## config.mk

```make
export PLATFORM = sky130hd
export DESIGN_NAME = motor_drive_loop_with_output_filter_flat
export DESIGN_NICKNAME = d
export VERILOG_FILES = /design/src/rtl/mdl_pkg.sv /design/src/rtl/mdl_if.sv /design/src/rtl/mdl_div.sv /design/src/rtl/mdl_ram.sv /design/src/rtl/motor_drive_loop_with_output_filter.sv /design/src/flat_wrapper.sv
export SDC_FILE = /design/constraint.sdc
export NUM_CORES = 1
export LEC_CHECK = 0
export BUFFER_PORTS_ARGS = -buffer_cell sky130_fd_sc_hd__clkbuf_2
export CORE_AREA = 2 2 273 275
export DETAILED_ROUTE_END_ITERATION = 7
export DIE_AREA = 0 0 275 277
export SLEW_MARGIN = 20
export SYNTH_ARGS = -nofsm -noshare
export SYNTH_HDL_FRONTEND = slang
export SYNTH_SLANG_ARGS = --single-unit
```

## constraint.sdc

```tcl
create_clock -name clk -period 10.2 [get_ports clk]
set_input_delay 0.51 -clock clk [delete_from_list [all_inputs] [get_ports clk]]
set_output_delay 0.51 -clock clk [all_outputs]
set_load 0.02 [all_outputs]
```

## src/rtl/mdl_pkg.sv

```systemverilog
package mdl_pkg;

	localparam int FILTER_TAPS_DEF = 8;

	localparam int POS_W   = 10;
	localparam int SAMP_W  = 12;
	localparam int GAIN_W  = 8;
	localparam int LEVEL_W = 13;
	localparam int DRV_W   = 9;
	localparam int MEAS_W  = 14;
	localparam int DUTY_W  = 8;
	localparam int FILT_W  = 10;

	localparam int CFG_IDX_W  = 3;
	localparam int CFG_DATA_W = 13;

	// shared multiplier and divider
	localparam int MA_W  = 15;
	localparam int MB_W  = 12;
	localparam int MP_W  = 27;
	localparam int DIV_W = 25;
	localparam int DVS_W = 11;
	localparam int TGT_W = 26;

	localparam int MEAS_MAX_TRQ = 12000;
	localparam int MEAS_MAX_SPD = 1200;
	localparam int SPD_DIV      = 10;
	localparam int DRV_MUL      = 17;
	localparam int DRV_DIV      = 5;
	localparam int ERR_SAT_TRQ  = 75;
	localparam int ERR_SAT_SPD  = 511;
	localparam int DUTY_MAX     = 255;
	localparam int TURBO_CODE   = 256;
	localparam int FILT_RST     = 512;

	localparam int GAIN_RST  = 1;
	localparam int HLO_RST   = 0;
	localparam int HHI_RST   = 1023;
	localparam int LLO_RST   = 0;
	localparam int LHI_RST   = 400;

	typedef enum logic [CFG_IDX_W-1:0] {
		REG_MODE       = 3'd0,
		REG_SENSE_GAIN = 3'd1,
		REG_HAMMER_LO  = 3'd2,
		REG_HAMMER_HI  = 3'd3,
		REG_LEVEL_LO   = 3'd4,
		REG_LEVEL_HI   = 3'd5
	} cfg_reg_t;

	typedef enum logic [3:0] {
		ST_IDLE,
		ST_PROD,
		ST_MEAS,
		ST_DMEAS,
		ST_TGT,
		ST_TGT2,
		ST_TGT3,
		ST_DTGT,
		ST_ERR,
		ST_DDRV,
		ST_FILT,
		ST_DFILT,
		ST_DONE
	} state_t;

	typedef struct packed {
		logic             start;
		logic [DIV_W-1:0] dividend;
		logic [DVS_W-1:0] divisor;
	} div_req_t;

	typedef struct packed {
		logic             done;
		logic [DIV_W-1:0] quotient;
	} div_rsp_t;

endpackage

```

## src/rtl/mdl_if.sv

```systemverilog
interface mdl_in_if import mdl_pkg::*; ();
	logic              valid;
	logic              ready;
	logic [POS_W-1:0]  hammer_pos;
	logic [SAMP_W-1:0] current_sample;
	logic [SAMP_W-1:0] voltage_sample;
	logic              choke_on;

	modport source (output valid, hammer_pos, current_sample, voltage_sample, choke_on,
		input ready);
	modport sink (input valid, hammer_pos, current_sample, voltage_sample, choke_on,
		output ready);
endinterface

interface mdl_out_if import mdl_pkg::*; ();
	logic              valid;
	logic              ready;
	logic [DRV_W-1:0]  drive_level;
	logic              turbo;
	logic [MEAS_W-1:0] measured_value;

	modport source (output valid, drive_level, turbo, measured_value, input ready);
	modport sink (input valid, drive_level, turbo, measured_value, output ready);
endinterface

```

## src/rtl/mdl_div.sv

```systemverilog
module mdl_div import mdl_pkg::*; (
	input  logic     clk,
	input  logic     arst_n,
	input  div_req_t req,
	output div_rsp_t rsp
);

	localparam int CNT_W = $clog2(DIV_W + 1);

	logic             busy_q;
	logic             done_q;
	logic [CNT_W-1:0] cnt_q;
	logic [DIV_W-1:0] quo_q;
	logic [DVS_W-1:0] rem_q;
	logic [DVS_W-1:0] dvs_q;
	logic [DVS_W:0]   trial;
	logic [DVS_W:0]   diff;
	logic             fits;

	assign trial = {rem_q, quo_q[DIV_W-1]};
	assign diff  = trial - {1'b0, dvs_q};
	assign fits  = trial >= {1'b0, dvs_q};

	always_ff @(posedge clk or negedge arst_n) begin
		if (!arst_n) begin
			busy_q <= 1'b0;
			done_q <= 1'b0;
			cnt_q  <= '0;
		end else if (req.start) begin
			busy_q <= 1'b1;
			done_q <= 1'b0;
			cnt_q  <= CNT_W'(DIV_W);
		end else if (busy_q) begin
			cnt_q <= cnt_q - 1'b1;
			if (cnt_q == CNT_W'(1)) begin
				busy_q <= 1'b0;
				done_q <= 1'b1;
			end
		end else begin
			done_q <= 1'b0;
		end
	end

	// restoring, one quotient bit per cycle
	always_ff @(posedge clk) begin
		if (req.start) begin
			quo_q <= req.dividend;
			rem_q <= '0;
			dvs_q <= req.divisor;
		end else if (busy_q) begin
			rem_q <= fits ? diff[DVS_W-1:0] : trial[DVS_W-1:0];
			quo_q <= {quo_q[DIV_W-2:0], fits};
		end
	end

	assign rsp.done     = done_q;
	assign rsp.quotient = quo_q;

endmodule

```

## src/rtl/mdl_ram.sv

```systemverilog
module mdl_ram #(
	parameter int WIDTH = 8,
	parameter int DEPTH = 8
) (
	input  logic                                     clk,
	input  logic                                     we,
	input  logic [((DEPTH > 1) ? $clog2(DEPTH) : 1)-1:0] waddr,
	input  logic [WIDTH-1:0]                         wdata,
	input  logic [((DEPTH > 1) ? $clog2(DEPTH) : 1)-1:0] raddr,
	output logic [WIDTH-1:0]                         rdata
);

	logic [WIDTH-1:0] mem [DEPTH];
	logic [WIDTH-1:0] rdata_q;

	always_ff @(posedge clk) begin
		if (we) begin
			mem[waddr] <= wdata;
		end
		rdata_q <= mem[raddr];
	end

	assign rdata = rdata_q;

endmodule

```

## src/rtl/motor_drive_loop_with_output_filter.sv

```systemverilog
// The sequencer runs a 25-step shared divider up to three times per sample (speed scaling,
// pedal map, drive /5 in torque mode, filter average) plus one shared 15x12 multiplier.
// Only one sample is in flight at a time; ready rises again once the result is
// registered, which waits while the previous result beat stalls.
// Reset (arst_n low, async): registers to defaults, filter value 512, ring empty.
module motor_drive_loop_with_output_filter import mdl_pkg::*; #(
	parameter int FILTER_TAPS = FILTER_TAPS_DEF
) (
	input  logic                  clk,
	input  logic                  arst_n,
	input  logic                  cfg_wr_en,
	input  logic [CFG_IDX_W-1:0]  cfg_idx,
	input  logic [CFG_DATA_W-1:0] cfg_wdata,
	mdl_in_if.sink                sample_ch,
	mdl_out_if.source             result_ch
);

	localparam int SLOT_W = (FILTER_TAPS > 1) ? $clog2(FILTER_TAPS) : 1;
	localparam int SUM_W  = $clog2(FILTER_TAPS * DUTY_MAX + 1);
	localparam logic [SLOT_W-1:0] SLOT_LAST = SLOT_W'(FILTER_TAPS - 1);
	localparam logic [DVS_W-1:0]  TAP_DIV   = DVS_W'(FILTER_TAPS + 1);

	state_t state_q, state_d;

	logic               mode_q;
	logic [GAIN_W-1:0]  gain_q;
	logic [POS_W-1:0]   hlo_q, hhi_q;
	logic [LEVEL_W-1:0] llo_q, lhi_q;

	logic [POS_W-1:0]   pos_q;
	logic [SAMP_W-1:0]  cur_q, volt_q;
	logic               choke_q;

	logic signed [MA_W-1:0] mul_a;
	logic signed [MB_W-1:0] mul_b;
	logic signed [MP_W-1:0] mul_q;
	logic signed [MP_W-1:0] acc_q;
	logic signed [MP_W-1:0] num;
	logic [MP_W-1:0]        num_mag;

	logic [MEAS_W-1:0]       meas_q;
	logic signed [TGT_W-1:0] tgt_q;
	logic signed [TGT_W:0]   err;
	logic                    err_pos;
	logic                    neg_q;
	logic [DUTY_W-1:0]       drv_q;
	logic [10:0]             err17;

	logic [SUM_W-1:0]  sum_q, sum_new;
	logic [FILT_W-1:0] fv_q;
	logic [SLOT_W-1:0] slot_q;
	logic              wrap_q;
	logic [DUTY_W-1:0] ram_rdata;
	logic [DUTY_W-1:0] old_val;
	logic              ram_we;

	logic signed [MA_W-1:0] llo_s, lhi_s, ylo, yhi, dy;
	logic signed [MB_W-1:0] span_s, dpos;
	logic                   span_pos;
	logic [SAMP_W+5:0]      spd_diff;
	logic [DIV_W-1:0]       quo;

	div_req_t div_req;
	div_rsp_t div_rsp;

	logic              out_valid_q;
	logic [DRV_W-1:0]  out_lvl_q;
	logic              out_turbo_q;
	logic [MEAS_W-1:0] out_meas_q;
	logic              out_load;
	logic [DRV_W-1:0]  lvl;
	logic              turbo;

	mdl_div u_div (
		.clk    (clk),
		.arst_n (arst_n),
		.req    (div_req),
		.rsp    (div_rsp)
	);

	mdl_ram #(
		.WIDTH (DUTY_W),
		.DEPTH (FILTER_TAPS)
	) u_ring (
		.clk   (clk),
		.we    (ram_we),
		.waddr (slot_q),
		.wdata (drv_q),
		.raddr (slot_q),
		.rdata (ram_rdata)
	);

	// config
	always_ff @(posedge clk or negedge arst_n) begin
		if (!arst_n) begin
			mode_q <= 1'b0;
			gain_q <= GAIN_W'(GAIN_RST);
			hlo_q  <= POS_W'(HLO_RST);
			hhi_q  <= POS_W'(HHI_RST);
			llo_q  <= LEVEL_W'(LLO_RST);
			lhi_q  <= LEVEL_W'(LHI_RST);
		end else if (cfg_wr_en) begin
			case (cfg_idx)
				REG_MODE:       mode_q <= cfg_wdata[0];
				REG_SENSE_GAIN: gain_q <= cfg_wdata[GAIN_W-1:0];
				REG_HAMMER_LO:  hlo_q  <= cfg_wdata[POS_W-1:0];
				REG_HAMMER_HI:  hhi_q  <= cfg_wdata[POS_W-1:0];
				REG_LEVEL_LO:   llo_q  <= cfg_wdata[LEVEL_W-1:0];
				REG_LEVEL_HI:   lhi_q  <= cfg_wdata[LEVEL_W-1:0];
				default: ;
			endcase
		end
	end

	// target range, mirrored in speed mode
	assign llo_s    = $signed({2'b00, llo_q});
	assign lhi_s    = $signed({2'b00, lhi_q});
	assign ylo      = mode_q ? (MA_W'(MEAS_MAX_SPD) - lhi_s) : llo_s;
	assign yhi      = mode_q ? (MA_W'(MEAS_MAX_SPD) - llo_s) : lhi_s;
	assign dy       = yhi - ylo;
	assign span_s   = $signed({2'b00, hhi_q}) - $signed({2'b00, hlo_q});
	assign dpos     = $signed({2'b00, pos_q}) - $signed({2'b00, hlo_q});
	assign span_pos = hhi_q > hlo_q;

	assign quo      = div_rsp.quotient;
	assign num      = acc_q + mul_q;
	assign num_mag  = num[MP_W-1] ? MP_W'(-num) : MP_W'(num);
	assign spd_diff = {6'd0, volt_q} - quo[SAMP_W+5:0];
	assign err      = {tgt_q[TGT_W-1], tgt_q} - {{(TGT_W + 1 - MEAS_W){1'b0}}, meas_q};
	assign err_pos  = !err[TGT_W] && (err != '0);
	assign err17    = 11'(err[6:0]) * 11'(DRV_MUL);
	assign old_val  = wrap_q ? ram_rdata : '0;
	assign sum_new  = sum_q - SUM_W'(old_val) + SUM_W'(drv_q);

	always_comb begin
		mul_a = '0;
		mul_b = '0;
		case (state_q)
			ST_PROD: begin
				mul_a = $signed({3'b000, cur_q});
				mul_b = $signed({4'b0000, gain_q});
			end
			ST_TGT: begin
				mul_a = ylo;
				mul_b = span_s;
			end
			ST_TGT2: begin
				mul_a = dy;
				mul_b = dpos;
			end
			default: ;
		endcase
	end

	always_ff @(posedge clk) begin
		mul_q <= MP_W'(mul_a) * MP_W'(mul_b);
	end

	// gating on the fresh filter value
	always_comb begin
		lvl   = (fv_q > FILT_W'(DUTY_MAX)) ? DRV_W'(DUTY_MAX) : DRV_W'(fv_q);
		turbo = 1'b0;
		if (pos_q <= hlo_q) begin
			lvl = '0;
		end
		if (choke_q && (pos_q >= hhi_q)) begin
			lvl   = DRV_W'(TURBO_CODE);
			turbo = 1'b1;
		end
	end

	always_comb begin
		state_d  = state_q;
		div_req  = '0;
		ram_we   = 1'b0;
		out_load = 1'b0;
		case (state_q)
			ST_IDLE: begin
				if (sample_ch.valid) begin
					state_d = ST_PROD;
				end
			end
			ST_PROD: state_d = ST_MEAS;
			ST_MEAS: begin
				if (mode_q) begin
					div_req.start    = 1'b1;
					div_req.dividend = DIV_W'(mul_q[19:0]);
					div_req.divisor  = DVS_W'(SPD_DIV);
					state_d          = ST_DMEAS;
				end else begin
					state_d = ST_TGT;
				end
			end
			ST_DMEAS: begin
				if (div_rsp.done) begin
					state_d = ST_TGT;
				end
			end
			ST_TGT:  state_d = span_pos ? ST_TGT2 : ST_ERR;
			ST_TGT2: state_d = ST_TGT3;
			ST_TGT3: begin
				div_req.start    = 1'b1;
				div_req.dividend = num_mag[DIV_W-1:0];
				div_req.divisor  = DVS_W'(hhi_q - hlo_q);
				state_d          = ST_DTGT;
			end
			ST_DTGT: begin
				if (div_rsp.done) begin
					state_d = ST_ERR;
				end
			end
			ST_ERR: begin
				if (!mode_q && err_pos && (err <= ERR_SAT_TRQ)) begin
					div_req.start    = 1'b1;
					div_req.dividend = DIV_W'(err17);
					div_req.divisor  = DVS_W'(DRV_DIV);
					state_d          = ST_DDRV;
				end else begin
					state_d = ST_FILT;
				end
			end
			ST_DDRV: begin
				if (div_rsp.done) begin
					state_d = ST_FILT;
				end
			end
			ST_FILT: begin
				ram_we           = 1'b1;
				div_req.start    = 1'b1;
				div_req.dividend = DIV_W'(fv_q) + DIV_W'(sum_new);
				div_req.divisor  = TAP_DIV;
				state_d          = ST_DFILT;
			end
			ST_DFILT: begin
				if (div_rsp.done) begin
					state_d = ST_DONE;
				end
			end
			ST_DONE: begin
				if (!out_valid_q || result_ch.ready) begin
					out_load = 1'b1;
					state_d  = ST_IDLE;
				end
			end
			default: state_d = ST_IDLE;
		endcase
	end

	always_ff @(posedge clk or negedge arst_n) begin
		if (!arst_n) begin
			state_q <= ST_IDLE;
		end else begin
			state_q <= state_d;
		end
	end

	// filter state
	always_ff @(posedge clk or negedge arst_n) begin
		if (!arst_n) begin
			sum_q  <= '0;
			fv_q   <= FILT_W'(FILT_RST);
			slot_q <= '0;
			wrap_q <= 1'b0;
		end else begin
			if (state_q == ST_FILT) begin
				sum_q <= sum_new;
			end
			if ((state_q == ST_DFILT) && div_rsp.done) begin
				fv_q <= quo[FILT_W-1:0];
				if (slot_q == SLOT_LAST) begin
					slot_q <= '0;
					wrap_q <= 1'b1;
				end else begin
					slot_q <= slot_q + 1'b1;
				end
			end
		end
	end

	// datapath
	always_ff @(posedge clk) begin
		case (state_q)
			ST_IDLE: begin
				if (sample_ch.valid) begin
					pos_q   <= sample_ch.hammer_pos;
					cur_q   <= sample_ch.current_sample;
					volt_q  <= sample_ch.voltage_sample;
					choke_q <= sample_ch.choke_on;
				end
			end
			ST_MEAS: begin
				if (mul_q[19:0] >= 20'(MEAS_MAX_TRQ)) begin
					meas_q <= MEAS_W'(MEAS_MAX_TRQ);
				end else begin
					meas_q <= mul_q[MEAS_W-1:0];
				end
			end
			ST_DMEAS: begin
				if (div_rsp.done) begin
					if (spd_diff[SAMP_W+5]) begin
						meas_q <= '0;
					end else if (spd_diff >= (SAMP_W+6)'(MEAS_MAX_SPD)) begin
						meas_q <= MEAS_W'(MEAS_MAX_SPD);
					end else begin
						meas_q <= spd_diff[MEAS_W-1:0];
					end
				end
			end
			ST_TGT: begin
				if (!span_pos) begin
					tgt_q <= TGT_W'(ylo);
				end
			end
			ST_TGT2: acc_q <= mul_q;
			ST_TGT3: neg_q <= num[MP_W-1];
			ST_DTGT: begin
				if (div_rsp.done) begin
					tgt_q <= neg_q ? -$signed({1'b0, quo}) : $signed({1'b0, quo});
				end
			end
			ST_ERR: begin
				if (!err_pos) begin
					drv_q <= '0;
				end else if (mode_q) begin
					drv_q <= (err > ERR_SAT_SPD) ? DUTY_W'(DUTY_MAX) : err[DUTY_W:1];
				end else if (err > ERR_SAT_TRQ) begin
					drv_q <= DUTY_W'(DUTY_MAX);
				end
			end
			ST_DDRV: begin
				if (div_rsp.done) begin
					drv_q <= quo[DUTY_W-1:0];
				end
			end
			default: ;
		endcase
	end

	// output register
	always_ff @(posedge clk or negedge arst_n) begin
		if (!arst_n) begin
			out_valid_q <= 1'b0;
		end else if (out_load) begin
			out_valid_q <= 1'b1;
		end else if (result_ch.ready) begin
			out_valid_q <= 1'b0;
		end
	end

	always_ff @(posedge clk) begin
		if (out_load) begin
			out_lvl_q   <= lvl;
			out_turbo_q <= turbo;
			out_meas_q  <= meas_q;
		end
	end

	assign sample_ch.ready          = (state_q == ST_IDLE);
	assign result_ch.valid          = out_valid_q;
	assign result_ch.drive_level    = out_lvl_q;
	assign result_ch.turbo          = out_turbo_q;
	assign result_ch.measured_value = out_meas_q;

endmodule

```

## src/flat_wrapper.sv

```systemverilog
// flat-port wrapper written by rule: the top's interface ports become plain ports
module motor_drive_loop_with_output_filter_flat import mdl_pkg::*;
#(
	parameter int FILTER_TAPS = FILTER_TAPS_DEF
)
  (clk, arst_n, cfg_wr_en, cfg_idx, cfg_wdata, sample_ch_valid, sample_ch_hammer_pos, sample_ch_current_sample, sample_ch_voltage_sample, sample_ch_choke_on, sample_ch_ready, result_ch_valid, result_ch_drive_level, result_ch_turbo, result_ch_measured_value, result_ch_ready);
  mdl_in_if sample_ch_i ();
  mdl_out_if result_ch_i ();
  input  logic clk;
  input  logic arst_n;
  input  logic cfg_wr_en;
  input  logic [CFG_IDX_W-1:0] cfg_idx;
  input  logic [CFG_DATA_W-1:0] cfg_wdata;
  input wire logic [$bits(sample_ch_i.valid)-1:0] sample_ch_valid;
  input wire logic [$bits(sample_ch_i.hammer_pos)-1:0] sample_ch_hammer_pos;
  input wire logic [$bits(sample_ch_i.current_sample)-1:0] sample_ch_current_sample;
  input wire logic [$bits(sample_ch_i.voltage_sample)-1:0] sample_ch_voltage_sample;
  input wire logic [$bits(sample_ch_i.choke_on)-1:0] sample_ch_choke_on;
  output wire logic [$bits(sample_ch_i.ready)-1:0] sample_ch_ready;
  output wire logic [$bits(result_ch_i.valid)-1:0] result_ch_valid;
  output wire logic [$bits(result_ch_i.drive_level)-1:0] result_ch_drive_level;
  output wire logic [$bits(result_ch_i.turbo)-1:0] result_ch_turbo;
  output wire logic [$bits(result_ch_i.measured_value)-1:0] result_ch_measured_value;
  input wire logic [$bits(result_ch_i.ready)-1:0] result_ch_ready;
  assign sample_ch_i.valid = sample_ch_valid;
  assign sample_ch_i.hammer_pos = sample_ch_hammer_pos;
  assign sample_ch_i.current_sample = sample_ch_current_sample;
  assign sample_ch_i.voltage_sample = sample_ch_voltage_sample;
  assign sample_ch_i.choke_on = sample_ch_choke_on;
  assign sample_ch_ready = sample_ch_i.ready;
  assign result_ch_valid = result_ch_i.valid;
  assign result_ch_drive_level = result_ch_i.drive_level;
  assign result_ch_turbo = result_ch_i.turbo;
  assign result_ch_measured_value = result_ch_i.measured_value;
  assign result_ch_i.ready = result_ch_ready;
  motor_drive_loop_with_output_filter #(.FILTER_TAPS(FILTER_TAPS)) u_core (.clk(clk), .arst_n(arst_n), .cfg_wr_en(cfg_wr_en), .cfg_idx(cfg_idx), .cfg_wdata(cfg_wdata), .sample_ch(sample_ch_i), .result_ch(result_ch_i));
endmodule
```

======== Word level (Yosys, flattened, before mapping) ========
Memories as Yosys holds them, arrays and structs flattened. A register that Yosys moved wholly into a read port is not among the register bits.
Index checks and enable logic that the tools add are counted.
cells by class
  add/sub/neg operators ................... 17
  multiply operators ...................... 2
  divide/modulo/power cells ............... 0
  $lt $le $gt $ge ......................... 10
  equal/unequal tests ..................... 28
  shifts and indexed selects .............. 0
  mux-type cells .......................... 56
  bitwise gates (word level) .............. 0
  reductions and logical operators ........ 30
operators by type and width
  operator                                                                           number
  37-bit case mux with 4 select lines                                                1
  26-bit 2-to-1 mux                                                                  3
  25-bit 2-to-1 mux                                                                  3
  37-bit 2-to-1 mux                                                                  2
  14-bit 2-to-1 mux                                                                  4
  26-bit case mux with 2 select lines                                                1
  4-bit case mux with 13 select lines                                                1
  8-bit 2-to-1 mux                                                                   6
  15-bit case mux with 3 select lines                                                1
  12-bit case mux with 3 select lines                                                1
  10-bit by 10-bit subtractor with 11-bit output                                     3
  15-bit 2-to-1 mux                                                                  2
  4-bit 2-to-1 mux                                                                   7
  14-bit case mux with 2 select lines                                                1
  11-bit by 13-bit subtractor with 14-bit output, first input constant               2
  27-bit adder                                                                       1
  27-bit by 10-bit > comparator with 1-bit output, second input constant             1
  27-bit by 8-bit > comparator with 1-bit output, second input constant              1
  27-bit by 8-bit less-or-equal comparator with 1-bit output, second input constant  1
  15-bit by 12-bit multiplier with 27-bit output                                     1
  27-bit nonzero test                                                                1
  26-bit by 15-bit subtractor with 27-bit output                                     1
  25-bit negator with 26-bit output                                                  1
  25-bit negator                                                                     1
  45 further kinds                                                                   96
storage, ports and cells
  register bits after elaboration ......... 301
  bits in latches ......................... 0
  bits in writable memories ............... 64
  memory bits (read-only) ................. 0
  input port bits ......................... 56
  output and inout bits ................... 26
  word-level logic and storage cells ...... 176
  memories kept ........................... 1
memory list
  name               depth  width  rd ports  clocked after memory_dff  wr ports  line           RTL
  u_core.u_ring.mem  8      8      1         1                         1         mdl_ram.sv:13  logic [WIDTH-1:0] mem [DEPTH];

======== Logic depth before layout (Yosys ltp) ========
Gate-level depths: netlist (run 1).
  word-level depth ........................ 8
  depth in mapped cells ................... 40
  gate-level depth less buffers ........... 38

======== Modules after synthesis ========
From an unflattened synthesis (run 1), not the netlist that was laid out.
unflattened totals
  cells, all modules ...................... 2,955
  area total of the unflattened synthesis .. 29,470.8 µm²
by module, submodules not included
  module                               times used  cells each  area each (µm²)  seq. area each (µm²)
  motor_drive_loop_with_output_filter  1           2,621       24,059.3         6,740.2
  mdl_div                              1           220         2,720.1          1,476.4
  mdl_ram                              1           114         2,691.3          2,082.0

======== Least setup slack after synthesis (run 1) ========
No wires, ideal clock.
  path type ............................... register to register
  start point ............................. register u_core.mode_q
  end point ............................... register u_core.mul_q[25]
  setup time .............................. 0.072 ns
  arrival time ............................ 9.019 ns
  data required time ...................... 10.128 ns
  path slack .............................. 1.109 ns
  cell stages (with the launch flop) ...... 38
  buffers on the path ..................... 4
  period minus slack after synthesis ...... 9.091 ns
  cell sequence ........................... dfrtp_1 > buf_1 > clkbuf_1 > clkbuf_1 > buf_1 > mux2_2 > ha_1 > nor2b_1 > o21ai_0 > nand2b_1 > nand2_1 > o21ai_0 > a311o_1 > a31o_2 > a221o_1 > a21oi_1 > o21ai_1 > nand2_1 > (+2 left out) > inv_1 > ha_1 > inv_1 > fa_1 > inv_1 > fa_1 > inv_1 > fa_1 > inv_1 > ha_1 > or3_1 > o21ai_0 > nor3_1 > a311o_1 > or4_1 > a41o_1 > a21oi_1 > xnor2_1
between the ends
  longest elaborated chain between the ends .. 4
  elaborated cells on any way between the ends .. 5
  classes of those cells .................. add/sub (1); mul (1); mux (3)
ends and longest elaborated chain
  what                                              line                                                                                    RTL
  start, declared                                   motor_drive_loop_with_output_filter.sv:25                                               logic mode_q;
  start signal, assigned                            motor_drive_loop_with_output_filter.sv:104                                              REG_MODE: mode_q <= cfg_wdata[0];
  15-bit 2-to-1 mux (on tied branches)              motor_drive_loop_with_output_filter.sv:119, motor_drive_loop_with_output_filter.sv:118
  15-bit subtractor                                 motor_drive_loop_with_output_filter.sv:120                                              assign dy = yhi - ylo;
  15-bit case mux with 3 select lines *             motor_drive_loop_with_output_filter.sv:138                                              case (state_q)
  15-bit by 12-bit multiplier with 27-bit output *  motor_drive_loop_with_output_filter.sv:156                                              mul_q <= MP_W'(mul_a) * MP_W'(mul_b);
  end signal, assigned                              motor_drive_loop_with_output_filter.sv:156
  end, declared                                     motor_drive_loop_with_output_filter.sv:36                                               logic signed [MP_W-1:0] mul_q;
Mark *: on every way between the ends. The rest lies on a longest branch, timed or not.
A chain may end at the register's enable or synchronous reset.

======== Worst setup path in the final report (run 1) ========
  start point ............................. register u_core.lhi_q[0]
  end point ............................... register u_core.mul_q[26]
between the ends
  longest elaborated chain between the ends .. 5
  elaborated cells on any way between the ends .. 6
  classes of those cells .................. add/sub (2); mul (1); mux (3)
ends and longest elaborated chain
  what                                              line                                        RTL
  start, declared                                   motor_drive_loop_with_output_filter.sv:28   logic [LEVEL_W-1:0] llo_q, lhi_q;
  start signal, assigned                            motor_drive_loop_with_output_filter.sv:101  lhi_q <= LEVEL_W'(LHI_RST);
  start signal, assigned                            motor_drive_loop_with_output_filter.sv:109  REG_LEVEL_HI: lhi_q <= cfg_wdata[LEVEL_W-1:0];
  11-bit by 13-bit subtractor with 14-bit output    motor_drive_loop_with_output_filter.sv:118  assign ylo = mode_q ? (MA_W'(MEAS_MAX_SPD) - lhi_s) : llo_s;
  15-bit 2-to-1 mux                                 motor_drive_loop_with_output_filter.sv:118
  15-bit subtractor                                 motor_drive_loop_with_output_filter.sv:120
  15-bit case mux with 3 select lines *             motor_drive_loop_with_output_filter.sv:138
  15-bit by 12-bit multiplier with 27-bit output *  motor_drive_loop_with_output_filter.sv:156
Marks and branches as above.

==> results of run 1 <==
state kept, by name, summed over array words and instances (netlist names), 5 cells and up:
signal	cells
u_core.u_ring.mem	64
u_core.result_ch.drive_level	9
u_core.u_div.dvs_q	11
u_core.hlo_q	10
u_core.u_div.quo_q	25
u_core.pos_q	10
u_core.u_div.cnt_q	5
u_core.drv_q	8
u_core.mul_q	27
u_core.u_ring.rdata	8
u_core.volt_q	12
u_core.hhi_q	10
u_core.lhi_q	13
u_core.llo_q	13
u_core.cur_q	12
u_core.meas_q	14
u_core.result_ch.measured_value	14
u_core.gain_q	8
u_core.u_div.rem_q	11
u_core.sum_q	11
u_core.tgt_q	26
u_core.acc_q	27
u_core.fv_q	10
cell type report:
cell class                 instances  area (sq um)  area share (%)
inverter                         391          1468           4.549
sequential                       373         10300           31.92
clock inverter                    29         294.0          0.9114
timing repair buffer             129         770.7           2.389
clock buffer                      52          1202           3.727
multi-input combinational       2121         17010           52.73
tap                              969          1212           3.758
antenna                            1         2.502        0.007757
layer usage:
layer | wire (um) | vias to the layer above | GRT usage, %
li1 | - | 10463 | -
met4 | 2183 | 0 | 6.306
met2 | 37780 | 688 | 34.89
met3 | 5231 | 135 | 2.827
met1 | 34740 | 10682 | 28.94
met5 | 0 | - | 0
worst max-delay path by stage:
stage	from	to	slack (ns)	cells past startpoint
6_report	u_core.lhi_q[0]	u_core.mul_q[26]	0.75	34
5_1_grt	u_core.lhi_q[0]	u_core.mul_q[25]	0.02	34
4_1_cts	u_core.lhi_q[0]	u_core.mul_q[25]	0.81	34
3_5_place_dp	u_core.lhi_q[0]	u_core.mul_q[26]	0.90	34
3_3_place_gp	u_core.lhi_q[0]	u_core.mul_q[25]	0.97	33
2_1_floorplan	u_core.mode_q	u_core.mul_q[25]	1.11	37
cell families (layout without fill, tap and decap cells):
family | Yosys count | after routing | share of synthesized area [%]
xor+xnor | 191 | 191 | 5.740
flops | 373 | 373 | 35.34
compound gates | 640 | 640 | 14.50
other cells | 0 | 1 | 0
simple gates | 830 | 830 | 13.65
mux | 79 | 79 | 3.293
buf+inv | 492 | 601 | 6.449
fa+ha+maj | 381 | 381 | 21.03
where the power goes:
group	internal, W	switching (W)
Combinational	0.000320	0.000493
Clock	0.000931	0.000698
Sequential	0.00165	0.0000620
Total	0.00290	0.00125
metrics by stage:
stage / util, % / cell area (sq um) / total power [W] / worst slack (ns) / std cells
2_1_floorplan: - / 29140 / 0.002277 / 1.109 / 2986
3_3_place_gp: 41.80 / 30750 / 0.002534 / 0.9746 / 3982
3_5_place_dp: 41.80 / 30750 / 0.002533 / 0.8999 / 3982
4_1_cts: 43.85 / 32260 / 0.004177 / 0.8090 / 4064
5_1_grt: 43.85 / 32260 / 0.004328 / 0.02245 / 4064
6_report: 43.85 / 32260 / 0.004154 / 0.7501 / 4065
placed cells by master, fill, tap and decap left out, drive strengths merged, types with 12 or more instances in the layout:
| master | n |
|---|---|
| o21bai | 14 |
| nand3 | 38 |
| clkinv | 20 |
| inv | 391 |
| mux2 | 52 |
| a221oi | 25 |
| nor4 | 12 |
| or3 | 23 |
| xnor2 | 125 |
| nand2 | 260 |
| ha | 197 |
| nor2 | 228 |
| a21oi | 155 |
| a211oi | 22 |
| a22oi | 25 |
| a22o | 16 |
| and2 | 40 |
| mux2i | 19 |
| a21o | 59 |
| dfrtp | 77 |
| nand4 | 19 |
| nor2b | 35 |
| dfxtp | 46 |
| fa | 182 |
| clkbuf | 132 |
| o21a | 29 |
| o21ai | 156 |
| o31ai | 18 |
| dfstp | 15 |
| nand2b | 41 |
| a21boi | 14 |
| and3 | 16 |
| buf | 48 |
| xor2 | 66 |
| a31oi | 21 |
| edfxtp | 235 |
| nor3 | 61 |
==> out/qor.csv, run 1 <==
stage,metric,value,unit
clocking,clk sink count,373,
sta,Slew HR,25.77,%
logic_synthesis,"Avg Cell Area, Syn",9.760,sq um
grt,initial antenna violation count,0,
logic_synthesis,number of synthesized flops with an enable pin,235,
place,post-DP HPWL,62520,um
logic_synthesis,"count leader, synth",inv_1,
floorplanning,DIE AREA,0.07618,sq mm
logic_synthesis,Synth async-reset ratio,24.66,%
power,Leak,14.02,nW
clocking,H-Tree Depth,2,
clocking,# resized after CTS,0,
sta,Final TNS setup,0,ns
drt,via count,21968,
setup_path,R2R Setup Slk,0.75,ns
floorplanning,total core area,0.07357,sq mm
setup_path,critical path class,reg2reg,
job,Max Cap Viol,0,
logic_synthesis,register area share after synthesis,35.34,%
cells_and_area,fillers,7137,
setup_path,WP buf/inv,5,
setup_path,crit start category,register,
setup_path,max incr delay on CP,0.55,ns
logic_synthesis,Netlist cell types,94,
logic_synthesis,Synth warnings,0,
worst_hold_path,Hold WC Path Type,in2reg,
grt,grt ovf,0,
floorplanning,row cnt,100,
worst_hold_path,hold depth,1,
setup_path,"Max FO, Critical Path",8,
sta,final count of hold timing violations,0,
drt,vias per cell,5.404,
setup_path,worst r2r path cells,34,
setup_path,Crit path arrival time,9.90,ns
run_status,status,finished clean,
grt,largest net degree at the start of global routing,49,
logic_synthesis,top post-synthesis cells by area,"edfxtp_1 (24%), fa_1 (13%), ha_1 (8.5%), dfrtp_1 (6.6%), inv_1 (5.0%)",
setup_path,element type at the critical path end,register,
sta,Final period util,92.65,%
power,Power Dens Cells,128.7,mW/mm^2
setup_path,Worst Path Required,10.65,ns
drt,drt wl/cell,19.66,um
sta,final setup fails,0,
grt,GRT Util Overall,21.18,%
setup_path,RR Endpoint,u_core.mul_q[26],
place,IO buf count,81,
setup_path,CP max-delay cell,fa_1,
logic_synthesis,Synth Flop Type,edfxtp_1,
logic_synthesis,post-synthesis cell count,2986,
drt,DRC errors left,0,
logic_synthesis,most frequent cells after synthesis,"inv_1 (388), nand2_1 (260), edfxtp_1 (235), nor2_1 (227), ha_1 (197)",
clocking,CTS Hold Bufs,1,
cells_and_area,Syn-to-layout area delta,10.70,%
logic_synthesis,Post-Syn Area,0.02914,sq mm
sta,Max Slew Vio Count,0,
clocking,Max Root-Sink Buffers,3,
clocking,Post-CTS Setup Bufs,0,
drt,Post-Route WL,79930,um
floorplanning,die width,275,um
setup_path,reg2reg start,u_core.lhi_q[0],
clocking,CTS Buf Count,44,
floorplanning,height of the die,277,um
sta,Hold WS,0.06207,ns
clocking,worst-skew pair later-pin latency,0.62,ns
worst_hold_path,hold path endpoint,u_core.cur_q[11],
clocking,Root Driver,clkbuf_16,
sta,Tightest Pin Transition,1.106,ns
clocking,clock-pin slew on the worst setup and hold paths,0.07,ns
grt,via count of the first global-routing pass,21764,
place,gpl congestion,0.9371,
logic_synthesis,Yosys top cell area share,24.21,%
cells_and_area,Nets,3495,
drt,TritonRoute pass-1 iters,6,
floorplanning,IO Count,82,
grt,global-route wire length before repair,125200,um
power,Peak supply drop,0.1150,mV
logic_synthesis,Synthesized Nets,3421,
clocking,TritonCTS clock tree,built,
setup_path,Worst path top cell family by delay,adder cells,
sta,final critical-path required period,9.450,ns
cells_and_area,share of layout cells above drive strength 1,10.76,%
worst_hold_path,hold_sp,sample_ch_current_sample[11],
logic_synthesis,Yosys reg bits,373,
floorplanning,Starting Density,39.61,%
sta,FMAX,105.8,MHz
drt,DRT iter0 DRCs,1778,
drt,Final ANT Viol Nets,0,
sta,final clock skew,0.05295,ns
logic_synthesis,largest area contributor in the netlist,edfxtp_1,
sta,RSZ-0062 raised after global routing,no,
(Power assumes the default switching activity.)
==> inputs of run 2 (changes only) <==
CORE_AREA = 2 2 345 347   (was 2 2 273 275)
DIE_AREA = 0 0 347 349   (was 0 0 275 277)
MAX_ROUTING_LAYER = met4   (was default)
==> run 2 against run 1 <==
Count of clock-buffer cells in the layout fell by 2. Clock power about the same. Die area rose by 59%. Clock skew fell by 0.032 ns. Sequential cell count is the same. Power increased by 0.17%.
==> out/qor.csv, run 2 (synthesized netlist as in run 1, its figures left out) <==
stage,metric,value,unit
setup_path,crit start category,register,
setup_path,Worst path top cell family by delay,adder cells,
setup_path,element type at the critical path end,register,
cells_and_area,Post-Layout Inst Area,0.03297,sq mm
floorplanning,row cnt,126,
grt,GRT Util Overall,14.12,%
floorplanning,die width,347,um
setup_path,Worst setup startpoint,u_core.lhi_q[0],
drt,vias per cell,4.751,
cells_and_area,fillers,12344,
sta,fin worst setup slack,0.7642,ns
power,Leak,14.01,nW
cells_and_area,Syn-to-layout area delta,13.12,%
worst_hold_path,hold_sp,sample_ch_current_sample[11],
cells_and_area,"commonest cells after routing, fill and taps aside","inv_1 (387), nand2_1 (260), edfxtp_1 (235)",
clocking,H-Tree Depth,2,
setup_path,critical path class,reg2reg,
power,cell internal pwr,0.002930,W
drt,DRC errors left,0,
grt,via count of the first global-routing pass,22017,
sta,Final period util,92.51,%
sta,RSZ-0062 raised after global routing,no,
cells_and_area,"commonest non-fill, non-tap cell in the layout",inv_1,
place,placed insts,4547,
sta,Final TNS setup,0,ns
cells_and_area,Nets,3493,
sta,final setup fails,0,
cells_and_area,share of layout cells above drive strength 1,10.60,%
floorplanning,height of the die,349,um
cells_and_area,Biggest register,u_core.u_ring.mem,
power,NetSw,0.001230,W
place,"worst slack, placed",0.8582,ns
place,IO buf count,81,
place,Placed Area,0.03145,sq mm
setup_path,"Max FO, Critical Path",8,
floorplanning,IO Count,82,
sta,FMAX,106.0,MHz
clocking,# resized after CTS,0,
power,Sequential Power Share,41.2,%
clocking,clock-pin slew on the worst setup and hold paths,0.07,ns
power,Comb pwr share,19.1,%
cells_and_area,Largest regs,"u_core.u_ring.mem: 64 flops, u_core.acc_q: 27 flops, u_core.mul_q: 27 flops",
grt,global-route wire length before repair,129400,um
drt,drt wl/cell,17.99,um
run_status,status,finished clean,
floorplanning,Starting Density,24.81,%
clocking,worst-skew pair later-pin latency,0.61,ns
setup_path,reg2reg start,u_core.lhi_q[0],
sta,Max Slew Vio Count,0,
place,post-DP HPWL,65130,um
setup_path,WP buf/inv,5,
worst_hold_path,Hold WC Path Type,in2reg,
clocking,TritonCTS clock tree,built,
setup_path,max incr delay on CP,0.55,ns
sta,final clock skew,0.02124,ns
cells_and_area,max FFs per register,64,
clocking,CTS Hold Bufs,1,
drt,via count,22000,
clocking,CTS Buf Count,44,
sta,final count of hold timing violations,0,
sta,Tightest Pin Transition,1.122,ns
clocking,Max Root-Sink Buffers,3,
job,Max Cap Viol,0,
drt,Final ANT Viol Nets,0,
sta,final critical-path required period,9.436,ns
power,switch share,29.57,%
clocking,clk sink count,373,
drt,TritonRoute pass-1 iters,5,
cells_and_area,Layout Cells excl Fill,4631,
clocking,Root Driver,clkbuf_16,
power,clock power share,39.6,%
setup_path,CP max-delay cell,fa_1,
grt,initial antenna violation count,2,
grt,largest net degree at the start of global routing,69,
sta,Slew HR,24.53,%
setup_path,Crit path arrival time,9.95,ns
drt,Post-Route WL,83320,um
setup_path,Worst Path Required,10.71,ns
place,gpl congestion,0.9597,
power,Peak supply drop,0.09504,mV
grt,grt ovf,0,
floorplanning,total core area,0.1175,sq mm
drt,DRT iter0 DRCs,1715,
power,Power Dens Cells,126.2,mW/mm^2
clocking,Post-CTS Setup Bufs,0,
floorplanning,DIE AREA,0.1211,sq mm
-- run 2: stage by stage --
stage | hold WS, ns | power [W] | utilization, %
after floorplan | 0.2144 | 0.002277 | -
after global placement | 0.4367 | 0.002517 | 26.78
after detailed placement | 0.4487 | 0.002521 | 26.78
after CTS | 0.04486 | 0.004192 | 28.06
after global routing | 0.05715 | 0.004350 | 28.07
final | 0.07255 | 0.004160 | 28.07
-- run 2: final cells by class --
cell class / count / area (sq um) / area share [%]
Clock buffer: 50 / 1124 / 3.408
Inverter: 391 / 1468 / 4.452
Clock inverter: 32 / 371.6 / 1.127
Sequential cell: 373 / 10300 / 31.24
Tap cell: 1536 / 1922 / 5.830
Timing Repair Buffer: 127 / 755.7 / 2.292
Antenna cell: 1 / 2.502 / 0.007591
Multi-Input combinational cell: 2121 / 17030 / 51.64
-- run 2: routing by layer --
layer,vias to the layer above,global-route usage [%],share of wire [%]
li1,10474,-,-
met1,10726,18.41,45
met2,675,22.16,45
met3,125,3.146,7.6
met4,0,3.540,2.5
met5,-,-,0
-- run 2: path summary, 6_finish.rpt --
path	slack, ns	to	cells past startpoint
worst max-delay path	0.76	u_core.mul_q[26]	34
worst min-delay path	0.07	u_core.cur_q[11]	1
worst max register to register	0.76	u_core.mul_q[26]	34
worst min register to register	0.45	u_core.u_div.rem_q[10]	2
max in group asynchronous	8.56	u_core.hlo_q[2]	3
min in group asynchronous	0.36	u_core.sum_q[3]	2
-- run 2: power by group through the flow --
stage	registers (W)	clock network, W	logic, W
floorplan	0.00171	0	0.000565
global placement	0.00174	0	0.000776
detailed placement	0.00174	0	0.000778
CTS	0.00171	0.00169	0.000785
global route	0.00172	0.00175	0.000876
finish	0.00171	0.00165	0.000796
